==> src/design/stidm_pkg.sv <==
// stidm_pkg: shared constants, codes and controller/datapath types for the thread id map
// no dependencies

package stidm_pkg;

	localparam int MAX_ENTRIES  = 16;
	localparam int NUMBER_BITS  = 18;
	localparam int VERSION_BITS = 14;

	localparam int ID_W   = NUMBER_BITS + VERSION_BITS;
	localparam int IDX_W  = $clog2(MAX_ENTRIES);
	localparam int CNT_W  = $clog2(MAX_ENTRIES + 1);
	localparam int MODE_W = 2;
	localparam int STAT_W = 3;

	localparam logic [MODE_W-1:0] MODE_CREATE = 2'd0;
	localparam logic [MODE_W-1:0] MODE_FIND   = 2'd1;
	localparam logic [MODE_W-1:0] MODE_DELETE = 2'd2;

	localparam logic [STAT_W-1:0] ST_OK           = 3'd0;
	localparam logic [STAT_W-1:0] ST_NOT_FOUND    = 3'd1;
	localparam logic [STAT_W-1:0] ST_FULL         = 3'd2;
	localparam logic [STAT_W-1:0] ST_DUPLICATE    = 3'd3;
	localparam logic [STAT_W-1:0] ST_ZERO_VERSION = 3'd4;

	typedef struct packed {
		logic load;
		logic step;
		logic commit;
	} cmd_t;

	typedef struct packed {
		logic search_done;
	} stat_t;

endpackage

==> src/design/stidm_ctrl.sv <==
// stidm_ctrl: sequencer for one transaction: load, binary search steps, commit
// depends on stidm_pkg

module stidm_ctrl (
	input  logic               clk,
	input  logic               arst_n,
	input  logic               start,
	output logic               busy,
	output logic               done,
	input  stidm_pkg::stat_t   stat,
	output stidm_pkg::cmd_t    cmd
);

	typedef enum logic [1:0] {
		S_IDLE,
		S_SEARCH,
		S_FINISH
	} state_t;

	state_t state_q;
	logic   done_q;

	always_ff @(posedge clk or negedge arst_n) begin
		if (!arst_n) begin
			state_q <= S_IDLE;
			done_q  <= 1'b0;
		end else begin
			done_q <= (state_q == S_FINISH);
			unique case (state_q)
				S_IDLE: begin
					if (start) begin
						state_q <= S_SEARCH;
					end
				end
				S_SEARCH: begin
					if (stat.search_done) begin
						state_q <= S_FINISH;
					end
				end
				S_FINISH: begin
					state_q <= S_IDLE;
				end
				default: begin
					state_q <= S_IDLE;
				end
			endcase
		end
	end

	always_comb begin
		cmd.load   = (state_q == S_IDLE) && start;
		cmd.step   = (state_q == S_SEARCH) && !stat.search_done;
		cmd.commit = (state_q == S_FINISH);
	end

	assign busy = (state_q != S_IDLE);
	assign done = done_q;

endmodule

==> src/design/stidm_dp.sv <==
// stidm_dp: sorted slot list, identifier store, slot bitmap, search bounds and result registers
// depends on stidm_pkg

module stidm_dp (
	input  logic                                 clk,
	input  logic                                 arst_n,
	input  stidm_pkg::cmd_t                      cmd,
	output stidm_pkg::stat_t                     stat,
	input  logic [stidm_pkg::MODE_W-1:0]         mode,
	input  logic [stidm_pkg::NUMBER_BITS-1:0]    thread_number,
	input  logic [stidm_pkg::VERSION_BITS-1:0]   version,
	output logic [stidm_pkg::STAT_W-1:0]         status,
	output logic [stidm_pkg::IDX_W-1:0]          slot,
	output logic [stidm_pkg::CNT_W-1:0]          entry_count
);

	logic [stidm_pkg::IDX_W-1:0]        sorted_q [stidm_pkg::MAX_ENTRIES];
	logic [stidm_pkg::IDX_W-1:0]        sorted_nxt [stidm_pkg::MAX_ENTRIES];
	logic [stidm_pkg::ID_W-1:0]         ids_q [stidm_pkg::MAX_ENTRIES];
	logic [stidm_pkg::MAX_ENTRIES-1:0]  in_use_q;
	logic [stidm_pkg::MAX_ENTRIES-1:0]  in_use_nxt;
	logic [stidm_pkg::CNT_W-1:0]        count_q;
	logic [stidm_pkg::CNT_W-1:0]        count_nxt;

	logic [stidm_pkg::MODE_W-1:0]       mode_q;
	logic [stidm_pkg::NUMBER_BITS-1:0]  num_q;
	logic [stidm_pkg::VERSION_BITS-1:0] ver_q;
	logic [stidm_pkg::CNT_W-1:0]        lo_q;
	logic [stidm_pkg::CNT_W-1:0]        hi_q;

	logic [stidm_pkg::STAT_W-1:0]       status_q;
	logic [stidm_pkg::IDX_W-1:0]        slot_q;
	logic [stidm_pkg::CNT_W-1:0]        cnt_out_q;

	logic [stidm_pkg::CNT_W:0]          mid_sum;
	logic [stidm_pkg::IDX_W-1:0]        mid;
	logic [stidm_pkg::IDX_W-1:0]        mid_slot;
	logic [stidm_pkg::NUMBER_BITS-1:0]  mid_num;

	logic [stidm_pkg::IDX_W-1:0]        pos_idx;
	logic [stidm_pkg::IDX_W-1:0]        pos_slot;
	logic [stidm_pkg::ID_W-1:0]         pos_id;
	logic [stidm_pkg::ID_W-1:0]         key_id;
	logic                               hit_num;
	logic                               hit_all;

	logic                               free_found;
	logic [stidm_pkg::IDX_W-1:0]        free_slot;

	logic                               do_ins;
	logic                               do_del;
	logic [stidm_pkg::STAT_W-1:0]       res_status;
	logic [stidm_pkg::IDX_W-1:0]        res_slot;

	// search step
	assign mid_sum  = {1'b0, lo_q} + {1'b0, hi_q};
	assign mid      = mid_sum[stidm_pkg::IDX_W:1];
	assign mid_slot = sorted_q[mid];
	assign mid_num  = ids_q[mid_slot][stidm_pkg::ID_W-1 -: stidm_pkg::NUMBER_BITS];

	assign stat.search_done = (lo_q == hi_q);

	// match at the final position
	assign key_id   = {num_q, ver_q};
	assign pos_idx  = lo_q[stidm_pkg::IDX_W-1:0];
	assign pos_slot = sorted_q[pos_idx];
	assign pos_id   = ids_q[pos_slot];
	assign hit_num  = (lo_q < count_q) &&
		(pos_id[stidm_pkg::ID_W-1 -: stidm_pkg::NUMBER_BITS] == num_q);
	assign hit_all  = hit_num && (pos_id == key_id);

	// lowest free slot
	always_comb begin
		free_found = 1'b0;
		free_slot  = '0;
		for (int i = stidm_pkg::MAX_ENTRIES - 1; i >= 0; i--) begin
			if (!in_use_q[i]) begin
				free_found = 1'b1;
				free_slot  = stidm_pkg::IDX_W'(i);
			end
		end
	end

	// operation decode
	always_comb begin
		do_ins     = 1'b0;
		do_del     = 1'b0;
		res_status = stidm_pkg::ST_NOT_FOUND;
		res_slot   = '0;
		unique case (mode_q)
			stidm_pkg::MODE_CREATE: begin
				if (ver_q == '0) begin
					res_status = stidm_pkg::ST_ZERO_VERSION;
				end else if (count_q >= stidm_pkg::CNT_W'(stidm_pkg::MAX_ENTRIES)) begin
					res_status = stidm_pkg::ST_FULL;
				end else if (hit_num) begin
					res_status = stidm_pkg::ST_DUPLICATE;
				end else if (!free_found) begin
					res_status = stidm_pkg::ST_FULL;
				end else begin
					do_ins     = 1'b1;
					res_status = stidm_pkg::ST_OK;
					res_slot   = free_slot;
				end
			end
			stidm_pkg::MODE_FIND: begin
				if (hit_all) begin
					res_status = stidm_pkg::ST_OK;
					res_slot   = pos_slot;
				end
			end
			stidm_pkg::MODE_DELETE: begin
				if (hit_all) begin
					do_del     = 1'b1;
					res_status = stidm_pkg::ST_OK;
					res_slot   = pos_slot;
				end
			end
			default: begin
				res_status = stidm_pkg::ST_NOT_FOUND;
			end
		endcase
	end

	// list shift, bitmap and count updates
	always_comb begin
		in_use_nxt = in_use_q;
		count_nxt  = count_q;
		for (int i = 0; i < stidm_pkg::MAX_ENTRIES; i++) begin
			sorted_nxt[i] = sorted_q[i];
			if (do_ins) begin
				if (i == int'(lo_q)) begin
					sorted_nxt[i] = free_slot;
				end else if (i > int'(lo_q) && i <= int'(count_q)) begin
					sorted_nxt[i] = sorted_q[stidm_pkg::IDX_W'(i - 1)];
				end
			end else if (do_del) begin
				if (i >= int'(lo_q) && i + 1 < int'(count_q)) begin
					sorted_nxt[i] = sorted_q[stidm_pkg::IDX_W'(i + 1)];
				end
			end
		end
		if (do_ins) begin
			in_use_nxt[free_slot] = 1'b1;
			count_nxt = count_q + 1'b1;
		end else if (do_del) begin
			in_use_nxt[pos_slot] = 1'b0;
			count_nxt = count_q - 1'b1;
		end
	end

	always_ff @(posedge clk or negedge arst_n) begin
		if (!arst_n) begin
			in_use_q <= '0;
			count_q  <= '0;
		end else if (cmd.commit) begin
			in_use_q <= in_use_nxt;
			count_q  <= count_nxt;
		end
	end

	always_ff @(posedge clk) begin
		if (cmd.load) begin
			mode_q <= mode;
			num_q  <= thread_number;
			ver_q  <= version;
			lo_q   <= '0;
			hi_q   <= count_q;
		end
		if (cmd.step) begin
			if (mid_num < num_q) begin
				lo_q <= stidm_pkg::CNT_W'(mid) + 1'b1;
			end else begin
				hi_q <= stidm_pkg::CNT_W'(mid);
			end
		end
		if (cmd.commit) begin
			status_q  <= res_status;
			slot_q    <= res_slot;
			cnt_out_q <= count_nxt;
			sorted_q  <= sorted_nxt;
			if (do_ins) begin
				ids_q[free_slot] <= key_id;
			end
		end
	end

	assign status      = status_q;
	assign slot        = slot_q;
	assign entry_count = cnt_out_q;

endmodule

==> src/design/sorted_thread_id_map_top.sv <==
// sorted_thread_id_map_top: thread id map, controller plus datapath
// depends on stidm_pkg, stidm_ctrl, stidm_dp
// from an accepted start the block loads the request, runs its binary search steps (none for an empty list)
// and commits, and the registered done strobe follows the commit
// throughput: a new start is taken in the cycle done is shown; busy is high in between
// reset clears the entry count and slot bitmap at once; no clearing pass is needed

module sorted_thread_id_map_top (
	input  logic                               clk,
	input  logic                               arst_n,
	input  logic                               start,
	output logic                               busy,
	input  logic [stidm_pkg::MODE_W-1:0]       mode,
	input  logic [stidm_pkg::NUMBER_BITS-1:0]  thread_number,
	input  logic [stidm_pkg::VERSION_BITS-1:0] version,
	output logic                               done,
	output logic [stidm_pkg::STAT_W-1:0]       status,
	output logic [stidm_pkg::IDX_W-1:0]        slot,
	output logic [stidm_pkg::CNT_W-1:0]        entry_count
);

	stidm_pkg::cmd_t  cmd;
	stidm_pkg::stat_t stat;

	stidm_ctrl u_ctrl (
		.clk    (clk),
		.arst_n (arst_n),
		.start  (start),
		.busy   (busy),
		.done   (done),
		.stat   (stat),
		.cmd    (cmd)
	);

	stidm_dp u_dp (
		.clk           (clk),
		.arst_n        (arst_n),
		.cmd           (cmd),
		.stat          (stat),
		.mode          (mode),
		.thread_number (thread_number),
		.version       (version),
		.status        (status),
		.slot          (slot),
		.entry_count   (entry_count)
	);

endmodule

==> config.mk <==
export PLATFORM = sky130hd
export DESIGN_NAME = sorted_thread_id_map_top
export DESIGN_NICKNAME = d
export VERILOG_FILES = /design/src/design/stidm_pkg.sv /design/src/design/stidm_ctrl.sv /design/src/design/stidm_dp.sv /design/src/design/sorted_thread_id_map_top.sv
export SDC_FILE = /design/constraint.sdc
export NUM_CORES = 1
export LEC_CHECK = 0
export BUFFER_PORTS_ARGS = -buffer_cell sky130_fd_sc_hd__buf_2
export CAP_MARGIN = 25
export CORE_ASPECT_RATIO = 0.75
export CORE_UTILIZATION = 35
export DETAILED_ROUTE_END_ITERATION = 10
export PLACE_DENSITY = 0.59
export SLEW_MARGIN = 15
export SYNTH_ARGS = -nofsm -noshare
export SYNTH_HDL_FRONTEND = slang
export SYNTH_SLANG_ARGS = --single-unit
export TNS_END_PERCENT = 1
==> constraint.sdc <==
create_clock -name clk -period 9.7 [get_ports clk]
set_input_delay 1.455 -clock clk [delete_from_list [all_inputs] [get_ports clk]]
set_output_delay 1.455 -clock clk [all_outputs]
set_load 0.05 [all_outputs]
# --- Word-level counts from Yosys, hierarchy flattened ---
# Memory sizes are Yosys's and may differ from the RTL's.
# Cells that the tools add are included.
classes:
  add_sub_neg: 4
  magnitude_cmp: 71
  eq_ne: 40
  n_mux: 133
  n_bitwise: 5
  reduce_logical: 79
ops:
  columns: ["cell", "count"]
  rows:
  - ["$mux W4", 81]
  - ["$reduce_and A4 Y1", 16]
  - ["$ne A3 B3 Y1 const B", 15]
  - ["$eq A5 B5 Y1 const A", 8]
  - ["$ge A4 B5 Y1 const A", 8]
  - ["$gt A4 B5 Y1 const A", 8]
  - ["$le A4 B5 Y1 const A", 8]
  - ["$lt A4 B5 Y1 const A", 8]
  - ["$mux W5", 8]
  - ["$logic_and A1 B1 Y1", 37]
  - ["$reduce_bool A2 Y1", 18]
  - ["$bmux W4 S4", 2]
  - ["$eq A32 B32 Y1", 1]
  - ["$mux W16", 2]
  - ["$mux W1", 29]
  - ["$eq A4 B5 Y1 const A", 4]
  - ["$ge A3 B5 Y1 const A", 4]
  - ["$gt A3 B5 Y1 const A", 4]
  - ["$le A3 B5 Y1 const A", 4]
  - ["$lt A3 B5 Y1 const A", 4]
  - ["$eq A18 B18 Y1", 1]
  - ["$lt A18 B18 Y1", 1]
  - ["$and A16 B16 Y16", 1]
  - ["$not A16 Y16", 1]
  - ["other kinds (38)", 59]
word_totals:
  regBits: 144
  ram_bits: 512
  in_bits: 37
  out_inout_bits: 14
  elab_cells: 361
  memories: 1
mem_list:
  columns: ["name", "depth", "word_bits", "read_ports", "rd_clocked_by_memory_dff", "write_ports", "line_no", "rtl"]
  rows:
  - ["u_dp.ids_q", 16, 32, 2, 0, 1, "stidm_dp.sv:19", "logic [stidm_pkg::ID_W-1:0] ids_q [stidm_pkg::MAX_ENTRIES];"]

# --- Longest topological paths before layout ---
logic_depth:
  ltp_word: 24
  mapped_depth: 31
  depth_no_buf: 27

# --- Hierarchy ---
# From an unflattened synthesis, not the netlist that was laid out.
unflattened:
  cells_unflattened: 2556
  hier_area_um2: 32127.1
modules_own_cells:
  columns: ["module", "instances", "cells_each", "area_per_inst_um2", "seq_area_each_um2"]
  rows:
  - ["stidm_dp", 1, 2545, 31995.7, 19403.6]
  - ["stidm_ctrl", 1, 11, 131.4, 75.1]

# --- Worst setup path before layout ---
# Ideal clock, no wire load.
synth_timing:
  path_kind: "reg-to-reg"
  from: "reg u_dp.lo_q[0] (netlist name)"
  to: "mem u_dp.ids_q[6][0] (netlist name), enable pin"
  setup_time_ns: 0.516
  arrival_ns: 6.962
  t_required_ns: 9.184
  slack_ns: 2.222
  path_stages_with_launch: 17
  n_path_buf: 4
  synth_period_minus_slack_ns: 7.478
  cell_sequence: "dfxtp_1 -> buf_6 -> buf_12 -> buf_6 -> mux4_2 -> a22o_1 -> nor2_2 -> or3_1 -> buf_2 -> a211oi_1 -> a2111o_1 -> or4_1 -> o211a_1 -> and4_1 -> nand4_2 -> nand2_1 -> nor4b_1"
synth_between:
  elab_chain_cells: 14
  word_cells_on_any_way: 15
  cone_classes: "order compare (1); eq/ne (1); mux (10); bitwise (1); reduce/logical (1); memory (1)"
synth_rtl:
  columns: ["item", "line_no", "rtl"]
  rows:
  - ["from (decl)", "stidm_dp.sv:28", "logic [stidm_pkg::CNT_W-1:0] lo_q;"]
  - ["from (signal assigned)", "stidm_dp.sv:172", "lo_q <= stidm_pkg::CNT_W'(mid) + 1'b1;"]
  - ["$not A4 Y5 (implied by the code)", "stidm_dp.sv:66", "assign pos_slot = sorted_q[pos_idx];"]
  - ["$bmux W4 S4", "stidm_dp.sv:66", null]
  - ["$mux W4 (implied by the code) (2 in series)", "stidm_dp.sv:66", null]
  - ["$mem_v2 Z16 W32", null, null]
  - ["$eq A18 B18 Y1", "stidm_dp.sv:69", "(pos_id[stidm_pkg::ID_W-1 -: stidm_pkg::NUMBER_BITS] == num_q);"]
  - ["$logic_and A1 B1 Y1 (*)", "stidm_dp.sv:68", "assign hit_num = (lo_q < count_q) &&"]
  - ["$mux W1 (*)", "stidm_dp.sv:96", "end else if (hit_num) begin"]
  - ["$mux W1 (*)", "stidm_dp.sv:94", "end else if (count_q >= stidm_pkg::CNT_W'(stidm_pkg::MAX_ENTRIES)) begin"]
  - ["$mux W1 (*)", "stidm_dp.sv:92", "if (ver_q == '0) begin"]
  - ["$mux W1 (*)", "stidm_dp.sv:90", "unique case (mode_q)"]
  - ["$mux W1 (*)", "stidm_dp.sv:182", "if (do_ins) begin"]
  - ["$mux W1 (*)", "stidm_dp.sv:177", "if (cmd.commit) begin"]
  - ["$mux W1 (implied by the code) (*)", "stidm_dp.sv:183", "ids_q[free_slot] <= key_id;"]
  - ["to (decl)", "stidm_dp.sv:19", null]
# Every way passes the cells marked *; elsewhere a longest branch is shown, timed or not. The select of a mux whose other input is x is not followed.

# --- Worst setup path after layout ---
layout_timing:
  from: "reg u_dp.lo_q[2] (netlist name)"
  to: "reg u_dp.sorted_q[11] (netlist name), enable pin"
layout_between:
  elab_chain_cells: 13
  word_cells_on_any_way: 25
  cone_classes: "order compare (3); eq/ne (4); mux (9); bitwise (1); reduce/logical (7); memory (1)"
layout_rtl:
  columns: ["item", "line_no", "rtl"]
  rows:
  - ["$not A4 Y5 (implied by the code)", "stidm_dp.sv:66", null]
  - ["$bmux W4 S4", "stidm_dp.sv:66", null]
  - ["$mux W4 (implied by the code) (2 in series)", "stidm_dp.sv:66", null]
  - ["$mem_v2 Z16 W32", null, null]
  - ["$eq A18 B18 Y1", "stidm_dp.sv:69", null]
  - ["$logic_and A1 B1 Y1", "stidm_dp.sv:68", null]
  - ["$mux W1", "stidm_dp.sv:96", null]
  - ["$mux W1", "stidm_dp.sv:94", null]
  - ["$mux W1", "stidm_dp.sv:92", null]
  - ["$mux W1", "stidm_dp.sv:90", null]
  - ["$ne A3 B3 Y1 (no line) / $reduce_bool A2 Y1 (equally long branches)", null, null]
  - ["$reduce_and A4 Y1 (no line) (*)", null, null]
  - ["to (signal assigned)", "stidm_dp.sv:181", "sorted_q <= sorted_nxt;"]
  - ["to (decl)", "stidm_dp.sv:17", "logic [stidm_pkg::IDX_W-1:0] sorted_q [stidm_pkg::MAX_ENTRIES];"]
# Marked as above.
# A chain may end at the register's enable or synchronous reset.

==> metrics.md <==
| Metric | Value |
|---|---|
| Fraction of registers with async set/reset | `0.03659` |
| H-tree Lvls | `3` |
| Largest net degree at the start of global routing | `91` |
| Minimum clock period | `8130 ps` |
| Placeable Area | `0.08974 sq mm` |
| Tightest Pin Transition | `1080 ps` |
| Post-synth top area cell | `edfxtp_1` |
| CP Data Required Time | `~9900 ps` |
| Global-route wire length before repair | `138800 microns` |
| Total GRT Usage | `0.2028` |
| Crit Path Max Fanout | `between 50 and 60` |
| F_max | `approximately 120 MHz` |
| Reg2Reg Setup Slack | `1570 ps` |
| Die Footprint | `0.09207 sq mm` |
| Final setup fails | `0` |
| Crit path arrival time | `roughly 8400 ps` |
| Root buf cell | `clkbuf_16` |
| Worst reg2reg path depth | `14` |
| Compound-Gate Fraction of Synth Area | `0.1066` |
| PostCTS Resize Cnt | `0` |
| Die Wd | `350.0 microns` |
| Mapped Cells | `~2400` |
| Yosys cell types | `slightly above 80` |
| Worst hold path type | `flip-flop to flip-flop` |
| Total gr overflow | `0` |
| Fin. max-slew vios | `0` |
| CTS Buffer Depth | `3` |
| CP top delay family | `simple AND/OR/NAND/NOR gates` |
| Reg-to-Reg Start | `u_dp.lo_q[2]` |
| CTS Hold Bufs | `0` |
| Mean Syn Cell Area | `13.19 sq um` |
| Crit-path slowest cell | `mux4_4` |
| Hpwl dp | `57360 microns` |
| XOR/XNOR Fraction of Synth Area | `0.009917` |
| Crit-path cells | `mux4_2 > mux4_4 > nor3_4 > nand2_1 > a211oi_1 > a2111o_1 > nor3_1 > and4b_1 > and4_1 > nand4_2 > and2_1 > buf_4 > mux2_2 > a211oi_1` |
| Largest cells by area after synthesis | `edfxtp_1 59%, mux2i_1 7.4%, a211oi_1 3.9%, mux2_2 2.9%, nand2_1 2.7%` |
| Crit path top cell by count | `a211oi_1` |
| Vias in the first global route | `around 21000` |
| Final Cycle Share | `0.8381` |
| Synth Flop Type | `edfxtp_1` |
| Drc violations | `0` |
| Simple-Gate Fraction of Synth Area | `0.1003` |
| Starting Density | `0.3543` |
| WHS Path Cells | `1` |
| Clock sink count | `~660` |
| IO Pins | `a little over 50` |
| Slew headroom | `0.2756` |
| Drt first pass iters | `9` |
| Antenna violations before repair | `3` |
| Worst Hold Launch | `u_ctrl.state_q[1]` |
| CP Buf/Inv Count | `1` |
| CP peak stage delay | `approximately 1000 ps` |
| Chip height | `between 200 and 300 microns` |
| Worst Skew | `31.61 ps` |
| R2r endpoint | `u_dp.sorted_q[11]` |
| Hold EP | `u_ctrl.state_q[1]` |
| Type of element launching the critical path | `flip-flop` |
| Wirelength, routed | `94720 microns` |
| Flops & latches, synth | `656` |
| Hold Fails Final Rpt | `0` |
| Clock Pin Slew Worst Setup and Hold Paths | `~60 ps` |
| Number of buffers added on ports | `50` |
| Routed Antenna Nets | `0` |
| Status | `complete, no violations` |
| RSZ-0062 raised after global routing | `false` |
| Sequential fraction of the synthesis area | `0.6126` |
| Finished Layout Cells | `3688` |
| Yosys warnings | `0` |
| Via count | `21490` |
| Critical Path Sink Type | `flip-flop` |
| Most common cell after layout, fill and taps aside | `edfxtp_1` |
| Insertion delay to the later sink of the worst-skew pair | `630 ps` |
| Row cnt | `95` |
| GPL Wtd Cong | `roughly 0.9` |
| DR vias/cell | `roughly 5.8` |
| Wire per inst | `around 26 microns` |
| Post-synthesis mux area share | `0.1271` |
| Yosys top cell area share | `0.5874` |
| Initial DRC count | `about 2400` |
| Adder-Cell Fraction of Synth Area | `0.01362` |
| Setup CP Type | `flip-flop to flip-flop` |
| CTS tree | `done` |
| Largest family of logic cells by synthesized area | `multiplexers` |
| Max-cap violations | `0` |
| Dpl cells | `around 3600` |
| Synth Net Count | `between 2000 and 2500` |
| Commonest non-fill, non-tap cells in the layout | `622 x edfxtp_1, 235 x mux2i_1, 227 x nand2_1` |
| Post-CTS Setup Inserts | `0` |
| Synthesized cell area | `0.03180 sq mm` |
| Post-synth EDFFs | `about 620` |
| Total CTS buffers | `roughly 70` |
| Synth-to-Final Area Change | `12.06%` |
| Share of cells above drive strength 1 | `0.1471` |
| Setup TNS | `0 ps` |
| Fin nets | `approximately 2500` |
==> worst max-delay path by stage <==
stage            startpoint                 to  slack, ps  cells after the start
2_1_floorplan  u_dp.lo_q[0]   u_dp.ids_q[6][0]       2220                     16
3_3_place_gp   u_dp.lo_q[2]  u_dp.ids_q[2][19]       1820                     14
3_5_place_dp   u_dp.lo_q[2]  u_dp.ids_q[2][31]       1630                     14
4_1_cts        u_dp.lo_q[2]  u_dp.ids_q[2][19]       1650                     14
5_1_grt        u_dp.lo_q[2]  u_dp.sorted_q[33]       1310                     14
6_report       u_dp.lo_q[2]  u_dp.sorted_q[11]       1570                     14
==> logic make-up after synthesis <==
group / after synthesis
buffers and inverters: 213
AOI/OAI and AO/OA: 478
xor gates and xnor gates: 36
muxes: 352
and+or+nand+nor: 642
DFF: 656
adders and majority gates: 34
==> metal layers <==
layer / share of wire / wire length (microns) / up-vias / global-route usage
met3: 0.088 / 8372 / 172 / 0.04487
met5: 0.00027 / 26 / - / 0
met4: 0.026 / 2490 / 4 / 0.06164
met1: 0.45 / 42660 / 10800 / 0.2978
li1: - / - / 9456 / -
met2: 0.43 / 41170 / 1056 / 0.2968
==> sequential cells by signal, indices dropped and copies added, names as in the netlist <==
name / count
u_dp.ids_q: 512
u_dp.sorted_q: 64
u_dp.num_q: 18
u_dp.in_use_q: 16
u_dp.ver_q: 14
u_dp.count_q: 5
u_dp.entry_count: 5
u_dp.hi_q: 5
u_dp.lo_q: 5
u_dp.slot: 4
u_dp.status: 3
u_ctrl.state_q: 2
u_dp.mode_q: 2
u_ctrl.done: 1
==> cell usage after synthesis (11+ instances only) <==
master and instances:
a21o_1 16, a32oi_1 24, inv_1 38, a211oi_1 164, clkbuf_1 98, a31oi_1 28, nor2_1 108, mux4_2 33
a211o_1 18, xnor2_1 30, dfrtp_1 24, nand3_1 39, edfxtp_1 622, nand2_1 228, or3_1 11, buf_1 20
buf_2 37, a21oi_1 49, and3_1 115, nand4_1 25, o21ai_0 77, o211ai_1 20, mux2_2 83, mux2i_1 236
ha_1 33, nor2b_1 15, a32o_1 11, nor3_1 29, nor4_1 24
==> metrics by stage <==
step | cell area (sq um) | setup WS, ps | utilization | hold slack, ps
floorplan | 31800 | 2222 | - | 442.9
detailed placement | 33430 | 1632 | 0.3725 | 468.7
global route | 35630 | 1307 | 0.3970 | 511.2
global placement | 33430 | 1820 | 0.3725 | 467.3
CTS | 35580 | 1649 | 0.3965 | 478.7
finish | 35630 | 1570 | 0.3970 | 482.9
==> layout make-up <==
type / count / area, sq um
fill: 8316 / 54110
clock buffer: 96 / 1837
clock inverter: 27 / 311.5
antenna: 1 / 2.502
inverter: 44 / 165.2
multi-input combinational: 1542 / 11560
timing repair buffer: 110 / 755.7
sequential: 656 / 19480
tap: 1212 / 1516
Power is left out: the tool's default activity adds up to more than one toggle a clock period on the data nets, which glitch-free logic cannot reach.
